<file path="src/hdl/psu_pkg.sv">
// Package: shared constants, filter codes, register indexes and result type.
`default_nettype none

package psu_pkg;

   localparam int LINE_BYTES_MAX = 8192;
   localparam int PIXEL_BYTES_MAX = 8;
   localparam int POS_W = $clog2(LINE_BYTES_MAX);
   localparam int TAP_W = $clog2(PIXEL_BYTES_MAX);
   localparam int BPL_W = 14;
   localparam int BPP_W = 4;
   localparam int LINES_W = 16;
   localparam int CSR_IDX_W = 2;
   localparam int CSR_DATA_W = 16;

   typedef enum logic [2:0] {
      FILT_NONE  = 3'd0,
      FILT_SUB   = 3'd1,
      FILT_UP    = 3'd2,
      FILT_AVG   = 3'd3,
      FILT_PAETH = 3'd4
   } filt_type;

   typedef enum logic [CSR_IDX_W-1:0] {
      CSR_BPP   = 2'd0,
      CSR_BPL   = 2'd1,
      CSR_LINES = 2'd2
   } csr_idx_type;

   typedef struct packed {
      logic [7:0] pixel_byte;
      logic       line_end;
      logic       image_end;
      logic       bad_filter;
   } rsp_type;

endpackage

`default_nettype wire

</file>
<file path="src/hdl/psu_out_buf.sv">
// Two-entry result buffer: output register plus skid register.
`default_nettype none

module psu_out_buf (
   input  wire logic             clock,
   input  wire logic             reset,
   input  wire logic             push,
   input  wire psu_pkg::rsp_type push_data,
   output      logic             full,
   output      logic             out_valid,
   input  wire logic             out_ready,
   output      psu_pkg::rsp_type out_data
);
   import psu_pkg::*;

   logic    out_valid_ff;
   logic    out_valid_in;
   logic    skid_valid_ff;
   logic    skid_valid_in;
   rsp_type out_data_ff;
   rsp_type out_data_in;
   rsp_type skid_data_ff;
   rsp_type skid_data_in;
   logic    pop;

   always_comb begin
      pop = out_valid_ff && out_ready;
      out_valid_in = out_valid_ff;
      skid_valid_in = skid_valid_ff;
      out_data_in = out_data_ff;
      skid_data_in = skid_data_ff;
      if (skid_valid_ff) begin
         if (pop) begin
            out_data_in = skid_data_ff;
            skid_valid_in = 1'b0;
         end
      end else if (out_valid_ff) begin
         if (pop && push) begin
            out_data_in = push_data;
         end else if (pop) begin
            out_valid_in = 1'b0;
         end else if (push) begin
            skid_data_in = push_data;
            skid_valid_in = 1'b1;
         end
      end else if (push) begin
         out_data_in = push_data;
         out_valid_in = 1'b1;
      end
   end

   always_ff @(posedge clock) begin
      if (reset) begin
         out_valid_ff <= 1'b0;
         skid_valid_ff <= 1'b0;
      end else begin
         out_valid_ff <= out_valid_in;
         skid_valid_ff <= skid_valid_in;
      end
      out_data_ff <= out_data_in;
      skid_data_ff <= skid_data_in;
   end

   assign full = skid_valid_ff;
   assign out_valid = out_valid_ff;
   assign out_data = out_data_ff;

endmodule

`default_nettype wire

</file>
<file path="config.mk">
export PLATFORM = sky130hd
export DESIGN_NAME = psu_out_buf
export DESIGN_NICKNAME = d
export VERILOG_FILES = /design/src/hdl/psu_pkg.sv /design/src/hdl/psu_out_buf.sv
export SDC_FILE = /design/constraint.sdc
export NUM_CORES = 1
export LEC_CHECK = 0
export ABC_AREA = 1
export BUFFER_PORTS_ARGS = -buffer_cell sky130_fd_sc_hd__buf_2
export CORE_AREA = 2 2 59 61
export CTS_BUF_LIST = sky130_fd_sc_hd__clkbuf_8
export CTS_CLUSTER_DIAMETER = 100
export DETAILED_ROUTE_END_ITERATION = 16
export DIE_AREA = 0 0 61 63
export GPL_ROUTABILITY_DRIVEN = 1
export REMOVE_ABC_BUFFERS = 1
export SKIP_LAST_GASP = 1
export SLEW_MARGIN = 5
export SYNTH_ARGS = -nofsm -noshare
export SYNTH_HDL_FRONTEND = slang
export SYNTH_SLANG_ARGS = --single-unit
</file>
<file path="constraint.sdc">
create_clock -name clock -period 3.7 [get_ports clock]
set_clock_uncertainty 0.2 [all_clocks]
set_input_delay 0.555 -clock clock [delete_from_list [all_inputs] [get_ports clock]]
set_output_delay 0.555 -clock clock [all_outputs]
set_load 0.01 [all_outputs]
</file>
## Word-level counts from Yosys, hierarchy flattened

Index checks and enable logic that the tools add are counted.

| word-level totals | value |
|---|---|
| output and inout bits | 13 |
| register bits after elaboration | 24 |

| operators by class | value |
|---|---|
| equality and inequality tests | 2 |
| mux-type cells | 13 |
| reductions and logical operators | 5 |
| bitwise operators | 3 |

Operators with widths:

| operator | count |
|---|---|
| 11-bit 2-to-1 mux | 5 |
| 1-bit 2-to-1 mux | 8 |
| 5-bit AND reduction | 1 |
| 3-bit by 1-bit != test with 1-bit output, second input constant | 1 |
| 1-bit inverter | 3 |
| 3-bit AND reduction | 1 |
| 3-bit nonzero test | 1 |
| 1-bit logical AND | 2 |
| 2-bit by 1-bit != test with 1-bit output, second input constant | 1 |

## Longest topological paths before layout

| logic depth | value |
|---|---|
| depth after elaboration | 5 |
| mapped depth | 5 |

## Worst setup path before layout

Ideal clock, no wire load.

| timing | value |
|---|---|
| path kind | in2reg |
| start | input push |
| end | register out_data_ff (netlist bit out_data[0]) (enable) |
| slack | 1919 ps |
| stages on the path | 2 |
| buffers on the path | 0 |
| arrival time | 1198 ps |
| cell sequence | nand2_1 a21oi_1 |

| between the ends | value |
|---|---|
| cells in the longest elaborated chain, start to end | 3 |
| elaborated cells on any way between the ends | 4 |

Ends and longest elaborated chain:

| item | RTL line | text |
|---|---|---|
| start, declared | psu_out_buf.sv:7 | `input wire logic push,` |
| 1-bit logical AND | psu_out_buf.sv:38 | `if (pop && push) begin` |
| 3-bit by 1-bit != test with 1-bit output (no line) | -- |  |
| 3-bit AND reduction (no line) * | -- |  |
| end signal, assigned | psu_out_buf.sv:60 | `out_data_ff <= out_data_in;` |
| end, declared | psu_out_buf.sv:20 | `rsp_type out_data_ff;` |

Mark *: on every way between the ends. The rest lies on a longest branch, timed or not.
A chain may end at the register's enable or synchronous reset.

## Worst setup path after layout

| timing | value |
|---|---|
| start | register skid_valid_ff, in the netlist full |
| end | register out_data_ff (netlist bit out_data[7]) (enable) |

| between the ends | value |
|---|---|
| cells in the longest elaborated chain, start to end | 2 |
| elaborated cells on any way between the ends | 4 |

Ends and longest elaborated chain:

| item | RTL line | text |
|---|---|---|
| start, declared | psu_out_buf.sv:18 | `logic skid_valid_ff;` |
| start signal, assigned | psu_out_buf.sv:58 | `skid_valid_ff <= skid_valid_in;` |
| 3-bit by 1-bit != test with 1-bit output (no line) (tied with other cells) | -- |  |
| 3-bit AND reduction (no line) * | -- |  |

Marks and branches as above.

==> metrics.md <==
| Metric | Value |
|---|---|
| Multi-input gate area | 175 µm² |
| Crit path to | out_data[7]$_DFFE_PP_ |
| Worst Tran Pin Value | 1050 ps |
| Post-Route WL | 1.57 mm |
| WP data arrival | 1900 ps |
| Num rows | 21 |
| Gate Count Post-Synth | 78 |
| R2R setup slack | 1470 ps |
| Worst Path Required | 3380 ps |
| Chip Height | 63 µm |
| Top cell type's share of synthesized area | 71.7% |
| Clk pwr share | 28.6% |
| Post-Synth Adder-Cell Area | 0% |
| P per Cell Area | 449 mW/mm² |
| Drt wl/cell | 10.3 µm |
| Sw frac | 20.7% |
| Clk slew on worst S/H paths | 70 ps |
| CTS Root Cell | clkbuf_8 |
| Global Route Usage Sum | 8.86% |
| Number of gates resized after CTS | 0 |
| Synth Area in XOR/XNOR | 0% |
| Largest family of logic cells by synthesized area | simple AND/OR/NAND/NOR gates |
| Antenna violations before repair | 0 |
| # setup viols final | 0 |
| Worst r2r src | full$_SDFF_PP0_ |
| Vias | 612 |
| Vias in the first global route | 609 |
| Fill count | 343 |
| Layout Utilization | 35.3% |
| Reg2reg end | out_data[7]$_DFFE_PP_ |
| Unrepaired setup endpoints after global routing | no |
| Fin nets | 123 |
| Synth Area in Compound Gates | 1.09% |
| Crit path from | full$_SDFF_PP0_ |
| Final setup TNS | 0 ps |
| Clock Path Buffers | 2 |
| Grt ovf | 0 |
| Top fanout value on the critical path | 16 |
| # port buffers | 27 |
| First-pass GRT wire length | 2.55 mm |
| Synth Cell Area | 921 µm² |
| FMAX | 0.449 GHz |
| Comb pwr share | 9.1% |
| Type of origin of the critical path | register |
| CTS tree | built |
| Largest net degree at the start of global routing | 17 |
| Final hold vios | 0 |
| Register Area | 701 µm² |
| Post-route ant nets | 0 |
| PnR Total Power | 512 µW |
| Sequential Power Share | 62.3% |
| H-Tree Depth | 1 |
| Final worst path period share | 60.1% |
| Starting density of the core | 28.5% |
| Post-synth cell types | 11 |
| Area Growth Syn to Fin | 23.8% |
| Peak VDD IR | 118 µV |
| Share of layout cells above drive strength 1 | 29.9% |
| Drt pass-1 iters | 4 |
| Die ar. | 0.00384 mm² |
| HP Class | in -> reg |
| Leading area contributor after synthesis | edfxtp_1 |
| Run status | completed |
| Fin crit period | 2230 ps |
| Max-cap violations | 0 |
| Cell Area, Placed | 0.00109 mm² |
| Post-synthesis simple-gate area fraction | 17.9% |
| Post-CTS Hold Buffers | 0 |
| Post-place setup slack | 1460 ps |
| DRC | 0 |
| Syn_area_per_cell | 11.8 µm² |
| Diodes inserted | 0 |
| Yosys reg bits | 24 |
| Internal Power | 406 µW |
| Clock Sinks | 24 |
| Core Box Area | 0.00323 mm² |
| Vias/cell | 4.00 |
| Worst setup EP type | register |
| Hold_ws | 267 ps |
| Max_slew headroom | 29.8% |
| Final Max Slew Viols | 0 |
| CTS Buf Count | 3 |
| Sw Pwr | 106 µW |
| Die width | 61 µm |
| Io pins | 28 |
| Final Non-Filler Cells | 153 |
| Hpwl dp | 1.20 mm |
| Design area | 0.00114 mm² |
| Starting DRC count in detailed routing | 18 |
| # placed instances | 149 |
| Leakage | 0.510 nW |
| Post-CTS Setup Bufs | 0 |
| Mux cell area share after synthesis | 0% |
| Placer Congestion | 0.658 |
| Top cells by area, synth | edfxtp_1 (72%), nand2_1 (16%), dfxtp_1 (4.3%) |
| Warnings from Yosys | 0 |
| Worst reg-to-reg path cell count | 2 |
| Final WS setup | 1470 ps |
| Sequential area share after synthesis | 76.1% |
| Worst skew pair latency | 250 ps |
| CP Class | reg -> reg |
==> placed cells by master, fill, tap and decap left out <==
cell type / n
dfxtp_1: 2
inv_1: 7
nand2_1: 40
edfxtp_1: 22
nor2_2: 1
inv_2: 1
nor2_1: 1
clkbuf_8: 3
a21oi_1: 2
nand3_1: 1
buf_2: 27
==> cell usage after synthesis (all sizes together) <==
master,n
nand2,40
edfxtp,22
inv,7
a21oi,2
buf,2
dfxtp,2
nor2,2
nand3,1
==> metal layers <==
metal  wire length, µm  up-vias  track usage, %
met5                 0        -               0
met4                 0        0            3.26
met3               137        0            2.48
met2               751       22            14.8
met1               681      282            10.6
li1                  -      308               -
==> layout make-up <==
class / count / share of cell area [%]
Clock buffer: 3 / 3.62
Inverter: 7 / 2.31
Clock inverter: 1 / 0.329
Tap cell: 46 / 5.05
Timing Repair Buffer: 27 / 11.9
Sequential cell: 24 / 61.5
Multi-Input combinational cell: 45 / 15.4
==> worst min-delay path by stage <==
stage | startpoint | to | slack (ps) | cells past startpoint
2_1_floorplan | skid_data_ff[0]$_DFFE_PP_ | out_data[0]$_DFFE_PP_ | 290 | 2
3_3_place_gp | skid_data_ff[2]$_DFFE_PP_ | out_data[2]$_DFFE_PP_ | 310 | 2
3_5_place_dp | skid_data_ff[0]$_DFFE_PP_ | out_data[0]$_DFFE_PP_ | 310 | 2
4_1_cts | reset | full$_SDFF_PP0_ | 270 | 2
5_1_grt | reset | full$_SDFF_PP0_ | 270 | 2
6_report | reset | full$_SDFF_PP0_ | 270 | 2
==> registers in the layout, summed over array words and instances (netlist names) <==
signal,flops
out_data,11
skid_data_ff,11
full,1
out_valid,1
==> critical path: stages (launching register included) <==
cell,delay (ps)
dfxtp_1,650
nand2_1,140
a21oi_1,850
==> cells by family after synthesis <==
family,count (synthesis)
AND/OR/NAND/NOR,43
AO/OA/AOI/OAI,2
buffers and inverters,9
flip-flops,24
==> power by group through the flow <==
stage / combinational (mW) / clock (mW) / sequential, mW
2_1_floorplan: 0.0165 / 0 / 0.331
3_3_place_gp: 0.0467 / 0 / 0.325
3_5_place_dp: 0.0472 / 0 / 0.325
4_1_cts: 0.0475 / 0.152 / 0.319
5_1_grt: 0.0533 / 0.162 / 0.321
6_report: 0.0467 / 0.146 / 0.319
(Power assumes the default switching activity.)
