<file path="src/hdl/psu_pkg.sv">
// Package: shared constants, filter codes, register indexes and result type.
`default_nettype none

package psu_pkg;

   localparam int LINE_BYTES_MAX = 8192;
   localparam int PIXEL_BYTES_MAX = 8;
   localparam int POS_W = $clog2(LINE_BYTES_MAX);
   localparam int TAP_W = $clog2(PIXEL_BYTES_MAX);
   localparam int BPL_W = 14;
   localparam int BPP_W = 4;
   localparam int LINES_W = 16;
   localparam int CSR_IDX_W = 2;
   localparam int CSR_DATA_W = 16;

   typedef enum logic [2:0] {
      FILT_NONE  = 3'd0,
      FILT_SUB   = 3'd1,
      FILT_UP    = 3'd2,
      FILT_AVG   = 3'd3,
      FILT_PAETH = 3'd4
   } filt_type;

   typedef enum logic [CSR_IDX_W-1:0] {
      CSR_BPP   = 2'd0,
      CSR_BPL   = 2'd1,
      CSR_LINES = 2'd2
   } csr_idx_type;

   typedef struct packed {
      logic [7:0] pixel_byte;
      logic       line_end;
      logic       image_end;
      logic       bad_filter;
   } rsp_type;

endpackage

`default_nettype wire

</file>
<file path="src/hdl/psu_recon.sv">
// Byte reconstruction: None, Sub, Up, Average and Paeth predictors.
`default_nettype none

module psu_recon (
   input  wire logic              [7:0] data_byte,
   input  wire psu_pkg::filt_type       filter,
   input  wire logic              [7:0] left_byte,
   input  wire logic              [7:0] up_byte,
   input  wire logic              [7:0] up_left_byte,
   output      logic              [7:0] recon_byte
);
   import psu_pkg::*;

   logic signed [9:0] pa;
   logic signed [9:0] pb;
   logic signed [9:0] pc;
   logic        [9:0] pa_abs;
   logic        [9:0] pb_abs;
   logic        [9:0] pc_abs;
   logic        [7:0] paeth;
   logic        [8:0] avg_sum;
   logic        [7:0] pred;

   always_comb begin
      pa = $signed({2'b00, up_byte}) - $signed({2'b00, up_left_byte});
      pb = $signed({2'b00, left_byte}) - $signed({2'b00, up_left_byte});
      pc = pa + pb;
      pa_abs = pa[9] ? 10'(-pa) : 10'(pa);
      pb_abs = pb[9] ? 10'(-pb) : 10'(pb);
      pc_abs = pc[9] ? 10'(-pc) : 10'(pc);
      if ((pa_abs <= pb_abs) && (pa_abs <= pc_abs)) begin
         paeth = left_byte;
      end else if (pb_abs <= pc_abs) begin
         paeth = up_byte;
      end else begin
         paeth = up_left_byte;
      end
      avg_sum = {1'b0, left_byte} + {1'b0, up_byte};
      case (filter)
         FILT_SUB:   pred = left_byte;
         FILT_UP:    pred = up_byte;
         FILT_AVG:   pred = avg_sum[8:1];
         FILT_PAETH: pred = paeth;
         default:    pred = 8'd0;
      endcase
      recon_byte = data_byte + pred;
   end

endmodule

`default_nettype wire

</file>
<file path="config.mk">
export PLATFORM = sky130hd
export DESIGN_NAME = psu_recon
export DESIGN_NICKNAME = d
export VERILOG_FILES = /design/src/hdl/psu_pkg.sv /design/src/hdl/psu_recon.sv
export SDC_FILE = /design/constraint.sdc
export NUM_CORES = 1
export LEC_CHECK = 0
export BUFFER_PORTS_ARGS = -buffer_cell sky130_fd_sc_hd__buf_2
export CAP_MARGIN = 20
export CORE_MARGIN = 10
export CORE_UTILIZATION = 60
export DETAILED_ROUTE_END_ITERATION = 6
export PLACE_DENSITY = 0.83
export SETUP_SLACK_MARGIN = 0.5
export SLEW_MARGIN = 20
export SYNTH_ARGS = -nofsm -noshare
export SYNTH_HDL_FRONTEND = slang
export SYNTH_SLANG_ARGS = --single-unit
</file>
<file path="constraint.sdc">
create_clock -name vclk -period 9.2
set_input_delay 0.92 -clock vclk [all_inputs]
set_output_delay 0.92 -clock vclk [all_outputs]
set_load 0.01 [all_outputs]
</file>
Word level (Yosys, flattened, before mapping)
Index checks and enable logic that the tools add are counted.
Storage, ports and cells
  register bits after elaboration: 0
  latch bits: 0
  RAM bits: 0
  ROM bits: 0
  bits of input ports: 35
  output and inout bits: 8
  logic and storage cells: 22
  memories kept: 0
Cells by class
  add/subtract/negate cells: 8
  multipliers: 0
  divide/modulo/power cells: 0
  order comparisons: 3
  equal/unequal tests: 4
  shift-type cells: 0
  muxes and demuxes: 6
  bitwise operators: 0
  reduce and logical (&&, ||, !) cells: 1
Operator list (number)
  8-bit case mux with 4 select lines: 1
  10-bit less-or-equal comparator: 3
  10-bit two-way mux: 3
  9-bit negation with 10-bit output: 2
  8-bit by 8-bit subtractor with 9-bit output: 2
  8-bit two-way mux: 2
  9-bit by 9-bit adder with 10-bit output: 1
  10-bit negation: 1
  8-bit by 8-bit adder with 9-bit output: 1
  8-bit adder: 1
  3-bit by 2-bit == test with 1-bit output, second input constant: 2
  3-bit by 1-bit == test with 1-bit output, second input constant: 1
  3-bit == test, second input constant: 1
  1-bit logical AND: 1

Longest topological paths before layout
Gate-level depths: netlist of run 1.
  depth in word-level cells: 9
  mapped depth: 38
  mapped depth without buffers: 37

Worst setup path after synthesis of run 1
OpenSTA, ideal clock, no wires.
  path type: input to output
  start point: input port up_byte[0]
  end point: output port recon_byte[7]
  data arrival time: 7.347 ns
  data required time: 8.280 ns
  setup slack: 0.933 ns
  cell stages on the path: 35
  path buffers: 0
  cells stage by stage: inv_1 ha_1 inv_1 fa_1 xnor2_1 inv_1 ha_1 a21oi_1 o21ai_1 a21o_1 maj3_2 maj3_2 nand2_1 a41oi_4 o21bai_1 xor2_1 ha_1 nand4_1 nor2_1 a21oi_1 o211a_1 a31oi_2 mux2i_1 nand2_1 a31oi_1 inv_1 ha_1 a21o_1 a21oi_1 o21bai_1 a21oi_1 o21bai_1 a21oi_1 xnor2_1 xnor2_1
On the way
  word-level cells in the longest chain between the ends: 9
  elaborated cells between the ends (all ways): 15
  classes of those cells: add/sub: 6; order compare: 3; mux: 5; reduce/logical: 1
RTL lines
  start: declaration: RTL line psu_recon.sv:8  | input wire logic [7:0] up_byte,
  8-bit by 8-bit subtractor with 9-bit output: RTL line psu_recon.sv:25  | pa = $signed({2'b00, up_byte}) - $signed({2'b00, up_left_byte});
  9-bit by 9-bit adder with 10-bit output: RTL line psu_recon.sv:27  | pc = pa + pb;
  10-bit negation: RTL line psu_recon.sv:30  | pc_abs = pc[9] ? 10'(-pc) : 10'(pc);
  10-bit two-way mux: RTL line psu_recon.sv:30
  10-bit less-or-equal comparator, on equally long branches: RTL line psu_recon.sv:33, psu_recon.sv:31
  8-bit two-way mux / 1-bit logical AND (equally long branches): RTL line psu_recon.sv:33, psu_recon.sv:31
  8-bit two-way mux: RTL line psu_recon.sv:31  | if ((pa_abs <= pb_abs) && (pa_abs <= pc_abs)) begin
  8-bit case mux with 4 select lines (*): RTL line psu_recon.sv:39  | case (filter)
  8-bit adder (*): RTL line psu_recon.sv:46  | recon_byte = data_byte + pred;
  end: declaration: RTL line psu_recon.sv:10  | output logic [7:0] recon_byte
Every way passes the cells marked *; elsewhere a longest branch is shown, timed or not.

Worst setup path after layout of run 1
Same ends and word-level chain as after synthesis.

==> impl_results.md, run 1 <==
- Global-route wire length before repair: 13.94 mm
- ANT nets after route: 0
- Final setup margin: 0.8226 ns
- Crit path launch type: input pin
- Initial antenna violation count: 0
- Final Max Slew Viols: 0
- Iteration-0 DRC Markers: 259
- Clock period minus final worst setup slack: 8.377 ns
- Hold buffers post-CTS: 0
- Layout cell share with drive strength beyond 1: 22.99%
- Required @ worst endpoint: 8.28 ns
- Input/output buffers: 43
- DIE WIDTH: 91.64 um
- Pwr Total: 752.8 uW
- Worst Tran Pin Value: 0.5743 ns
- Yosys warning total: 0
- Number of I/O pins: 43
- FP Rows: 26
- Hold Path Class: input pin to output port
- Dpl ws: 0.07808 ns
- CP most frequent cell: inv_1
- Seq. cell area: 0 um^2
- Die height: 91.64 um
- LEAKAGE: 0.001786 uW
- Total Wirelength: 8.739 mm
- Endpoints failing setup: 0
- DRT Pass-1 Iters: 4
- Drt drc: 0
- PwrDens: 207.0 nW/um^2
- Highest metal used: met4
- Max-cap violations: 0
- Commonest non-fill, non-tap cell in the layout: ha_1
- Slew Limit Headroom: 61.64%
- Post-Route M1 WL: 3.970 mm
- Antenna fix cells: 0
- Die area: 8398 um^2
- Starting density of the core: 61.07%
- FFs & Latches: 0
- Clkbuf count: 0
- Overflow after GRT: 0
- Slowest-stage cell, CP: or4_4
- Crit. End Element: output port
- GRT Total Usage: 19.07%
- Sequential share of the synthesized area: 0%
- Largest stage delay, worst path: 0.53 ns
- DR WL/cell: 16.46 um
- Largest net degree at the start of global routing: 17
- Fin Setup TNS: 0 ns
- Crit Path Class: input pin to output port
- Area after DPL: 3386 um^2
- DP HPWL: 7.239 mm
- Cell taking the most area after synthesis: ha_1
- Worst Path Arrival: 7.46 ns
- Hold Vio Cnt, Final: 0
- RePlAce Congestion: 0.9285
- Most frequent cells in the layout: ha_1, buf_2, inv_1
- Final net count: 570
- DR WL met2: 4.160 mm
- Cell variety after synth: 53
- Final Instance Area: 3637 um^2
- Netlist Area Pre-Place: 3079 um^2
- CORE AREA: 5042 um^2
- Vias in the first global route: 3027
- Post-synth top area share: 27.22%
- Top post-synthesis cells by area: ha_1, xnor2_1, inv_1, a21oi_1, xor2_1
- Via/cell ratio: 5.927
- Kind of cell adding the most delay to the critical path: compound AO/OA/AOI/OAI gates
- Via count: 3147
- CP max FO: 5
- Fmax achieved: 0.1194 GHz
- Met3 Wirelength: 483 um
- Outcome: finished clean
- Worst Path Buf+Inv: 6
- Cells after synthesis: 408
- RSZ-0062 raised after global routing: no
- Peak supply drop: 0.09477 mV
- Area Growth Syn to Fin: 18.12%
- Final core occ: 72.13%
- Period Utilization, post-route: 91.06%
- Syn_area_per_cell: 7.547 um^2
## timing repair
action | CTS | global route
buffers inserted | 1 | 11
endpoints found under the hold margin | 0 | 0
pin swaps | 2 | 12
resized for setup | 8 | 27
setup endpoints to repair | 2 | 4
## final timing paths
kind          from             to  slack (ns)  depth (start not counted)
max     up_byte[0]  recon_byte[7]        0.82                         35
min   data_byte[0]  recon_byte[0]        2.19                          3
## Yosys cell counts (3+ instances only)
master and n:
a21o_1 15, a21oi_1 26, a21oi_2 3, a22oi_1 8
a31oi_1 5, clkbuf_1 7, fa_1 5, ha_1 67
inv_1 42, mux2_2 3, mux2i_1 8, nand2_1 25
nand2b_1 4, nand3_1 4, nand4_1 7, nor2_1 28
nor2b_1 14, nor3_1 3, o211ai_1 4, o21a_1 6
o21ai_0 20, o21ai_1 4, o21bai_1 9, o221ai_1 4
or2_2 4, xnor2_1 35, xor2_1 13
## kinds of logic (layout without fill, tap and decap cells)
logic type	Yosys count	after routing	share of synthesized area [%]
other	2	4	0.2439
multiplexers	11	11	3.698
AND/OR/NAND/NOR	99	99	15.89
adder cells (fa/ha/maj)	76	76	31.86
buffers and inverters	49	100	5.973
AO/OA/AOI/OAI	119	119	26.37
XOR/XNOR	52	52	15.97
## metal layers
layer	up-vias	track usage [%]
met5	-	0
met4	0	3.394
met3	13	1.222
met2	116	32.82
met1	1460	25.59
li1	1558	-
## power by group
part,total (uW),switching (uW),internal [uW]
clock network,0,0,0
registers,0,0,0
logic,753,412,340
total,753,412,340
## layout make-up
cell class                 count  area (um^2)
multi-input combinational    361         3060
tap                           70        87.58
fill                         397         1405
timing repair buffer          58        331.6
inverter                      42        157.7
## through the flow
| step | hold slack, ns | instances |
|---|---|---|
| floorplan | 1.991 | 410 |
| global placement | 2.154 | 519 |
| detailed placement | 2.164 | 519 |
| CTS | 2.161 | 520 |
| global route | 2.222 | 531 |
| finish | 2.188 | 531 |
Power figures use the tool's default switching activity.
==> inputs of run 2 (changes only) <==
PLACE_DENSITY = 0.91   (was 0.83)
==> run 2 against run 1 <==
Compared with the run above: power shrank 1.8%; sequential cell count unchanged; utilization decreased by 1.6 points; non-clock buffer count is 6 lower; die area is the same; global-route usage up 1.3 points; sequential share of layout area did not move; final cell count is 0.94% lower; first-iteration DRC count grew 12%; combinational power is 2% lower; critical path type unchanged; critical endpoint unchanged.
==> impl_results.md, run 2 (synthesized netlist as in run 1, its figures left out) <==
- Final Max Slew Viols: 0
- DRT Pass-1 Iters: 5
- Clock power share: 0%
- Number of fill cells: 402
- Antenna fix cells: 0
- Via/cell ratio: 6.251
- RePlAce Congestion: 0.9557
- Crit Path Class: input pin to output port
- CORE AREA: 5042 um^2
- Worst Path Arrival: 7.49 ns
- Hold Vio Cnt, Final: 0
- Fin Setup TNS: 0 ns
- Final Non-Filler Cells: 526
- Total Wirelength: 9.261 mm
- Overflow after GRT: 0
- Endpoints failing setup: 0
- Sequential Power Share: 0%
- Slowest-stage cell, CP: or4_4
- Placed cell count: 519
- Global-route wire length before repair: 14.85 mm
- DR WL/cell: 17.61 um
- Seq. cell area: 0 um^2
- Internal power: 322.5 uW
- Iteration-0 DRC Markers: 290
- Crit path launch type: input pin
- Minimum hold slack: 2.147 ns
- Switch Pwr: 416.9 uW
- Vias in the first global route: 3283
- CP max FO: 6
- Starting density of the core: 61.07%
- Pwr Total: 739.5 uW
- Crit. End Element: output port
- Largest net degree at the start of global routing: 16
- ANT nets after route: 0
- Final core occ: 70.55%
- FP Rows: 26
- Largest stage delay, worst path: 0.58 ns
- Max-cap violations: 0
- Required @ worst endpoint: 8.28 ns
- Layout cell share with drive strength beyond 1: 21.27%
- Outcome: finished clean
- GRT Total Usage: 20.37%
- CP most frequent cell: inv_1
- DP HPWL: 7.413 mm
- Via count: 3288
- DIE WIDTH: 91.64 um
- Hold Path Class: input pin to output port
- Fmax achieved: 0.1189 GHz
- Die height: 91.64 um
- Period Utilization, post-route: 91.42%
- Final net count: 565
- Area Growth Syn to Fin: 15.52%
- Input/output buffers: 43
- RSZ-0062 raised after global routing: no
- PwrDens: 207.9 nW/um^2
- Initial antenna violation count: 0
- Commonest non-fill, non-tap cell in the layout: ha_1
- Sw frac: 56.38%
- Comb pwr share: 100.0%
- Worst Tran Pin Value: 0.6745 ns
- FFs & Latches: 0
- Number of I/O pins: 43
- Clock period minus final worst setup slack: 8.411 ns
- Slew Limit Headroom: 54.94%
- LEAKAGE: 0.001743 uW
- Drt drc: 0
- Die area: 8398 um^2
- Most frequent cells in the layout: ha_1, buf_2, inv_1
- Peak supply drop: 0.1183 mV
- Clkbuf count: 0
[run 2: routing by layer]
metal / global-route usage, % / share of wire [%] / wire length [um] / up-vias
met5: 0 / 0 / 0 / -
met1: 26.05 / 41 / 3802 / 1521
met3: 1.711 / 7.4 / 684 / 44
met4: 6.005 / 3.9 / 358 / 0
met2: 35.31 / 48 / 4416 / 165
li1: - / - / - / 1558
[run 2: area by class of cell]
cell class         count  area (um^2)  area share, %
multi-input cells    362         3029          85.16
repair buffers        52        282.8          7.949
inverters             42        157.7          4.432
well taps             70        87.58          2.462
[run 2: worst paths after layout]
path | from | end | slack (ns) | depth (start not counted)
max | up_byte[0] | recon_byte[7] | 0.79 | 36
min | data_byte[0] | recon_byte[0] | 2.15 | 3
[run 2: per-stage QoR]
stage | area [um^2] | worst slack (ns)
global route | 3557 | 0.4296
floorplan | 3087 | 0.9326
detailed placement | 3386 | 0.3362
global placement | 3386 | 0.6122
finish | 3557 | 0.7891
CTS | 3407 | 0.5122
[run 2: critical path: cells and delay by family]
| family | cells | cell delay (ns) |
|---|---|---|
| AOI/OAI and AO/OA | 14 | 2.10 |
| adders and majority gates | 7 | 2.07 |
| and+or+nand+nor | 5 | 1.22 |
| buffers and inverters | 7 | 0.73 |
| xor gates and xnor gates | 3 | 0.43 |
[run 2: power groups by stage]
stage          sequential [uW]  combinational [uW]  clock (uW)
3_5_place_dp                 0                 673           0
2_1_floorplan                0                 517           0
6_report                     0                 739           0
4_1_cts                      0                 680           0
5_1_grt                      0                 823           0
3_3_place_gp                 0                 648           0
[run 2: repair_timing]
action / CTS / global route
gates resized for setup: 4 / 22
pin swaps: 0 / 10
endpoints found under the setup margin: 1 / 4
hold buffers: 0 / 0
buffers inserted: 0 / 6
hold endpoints to repair: 0 / 0
gates cloned: 0 / 1
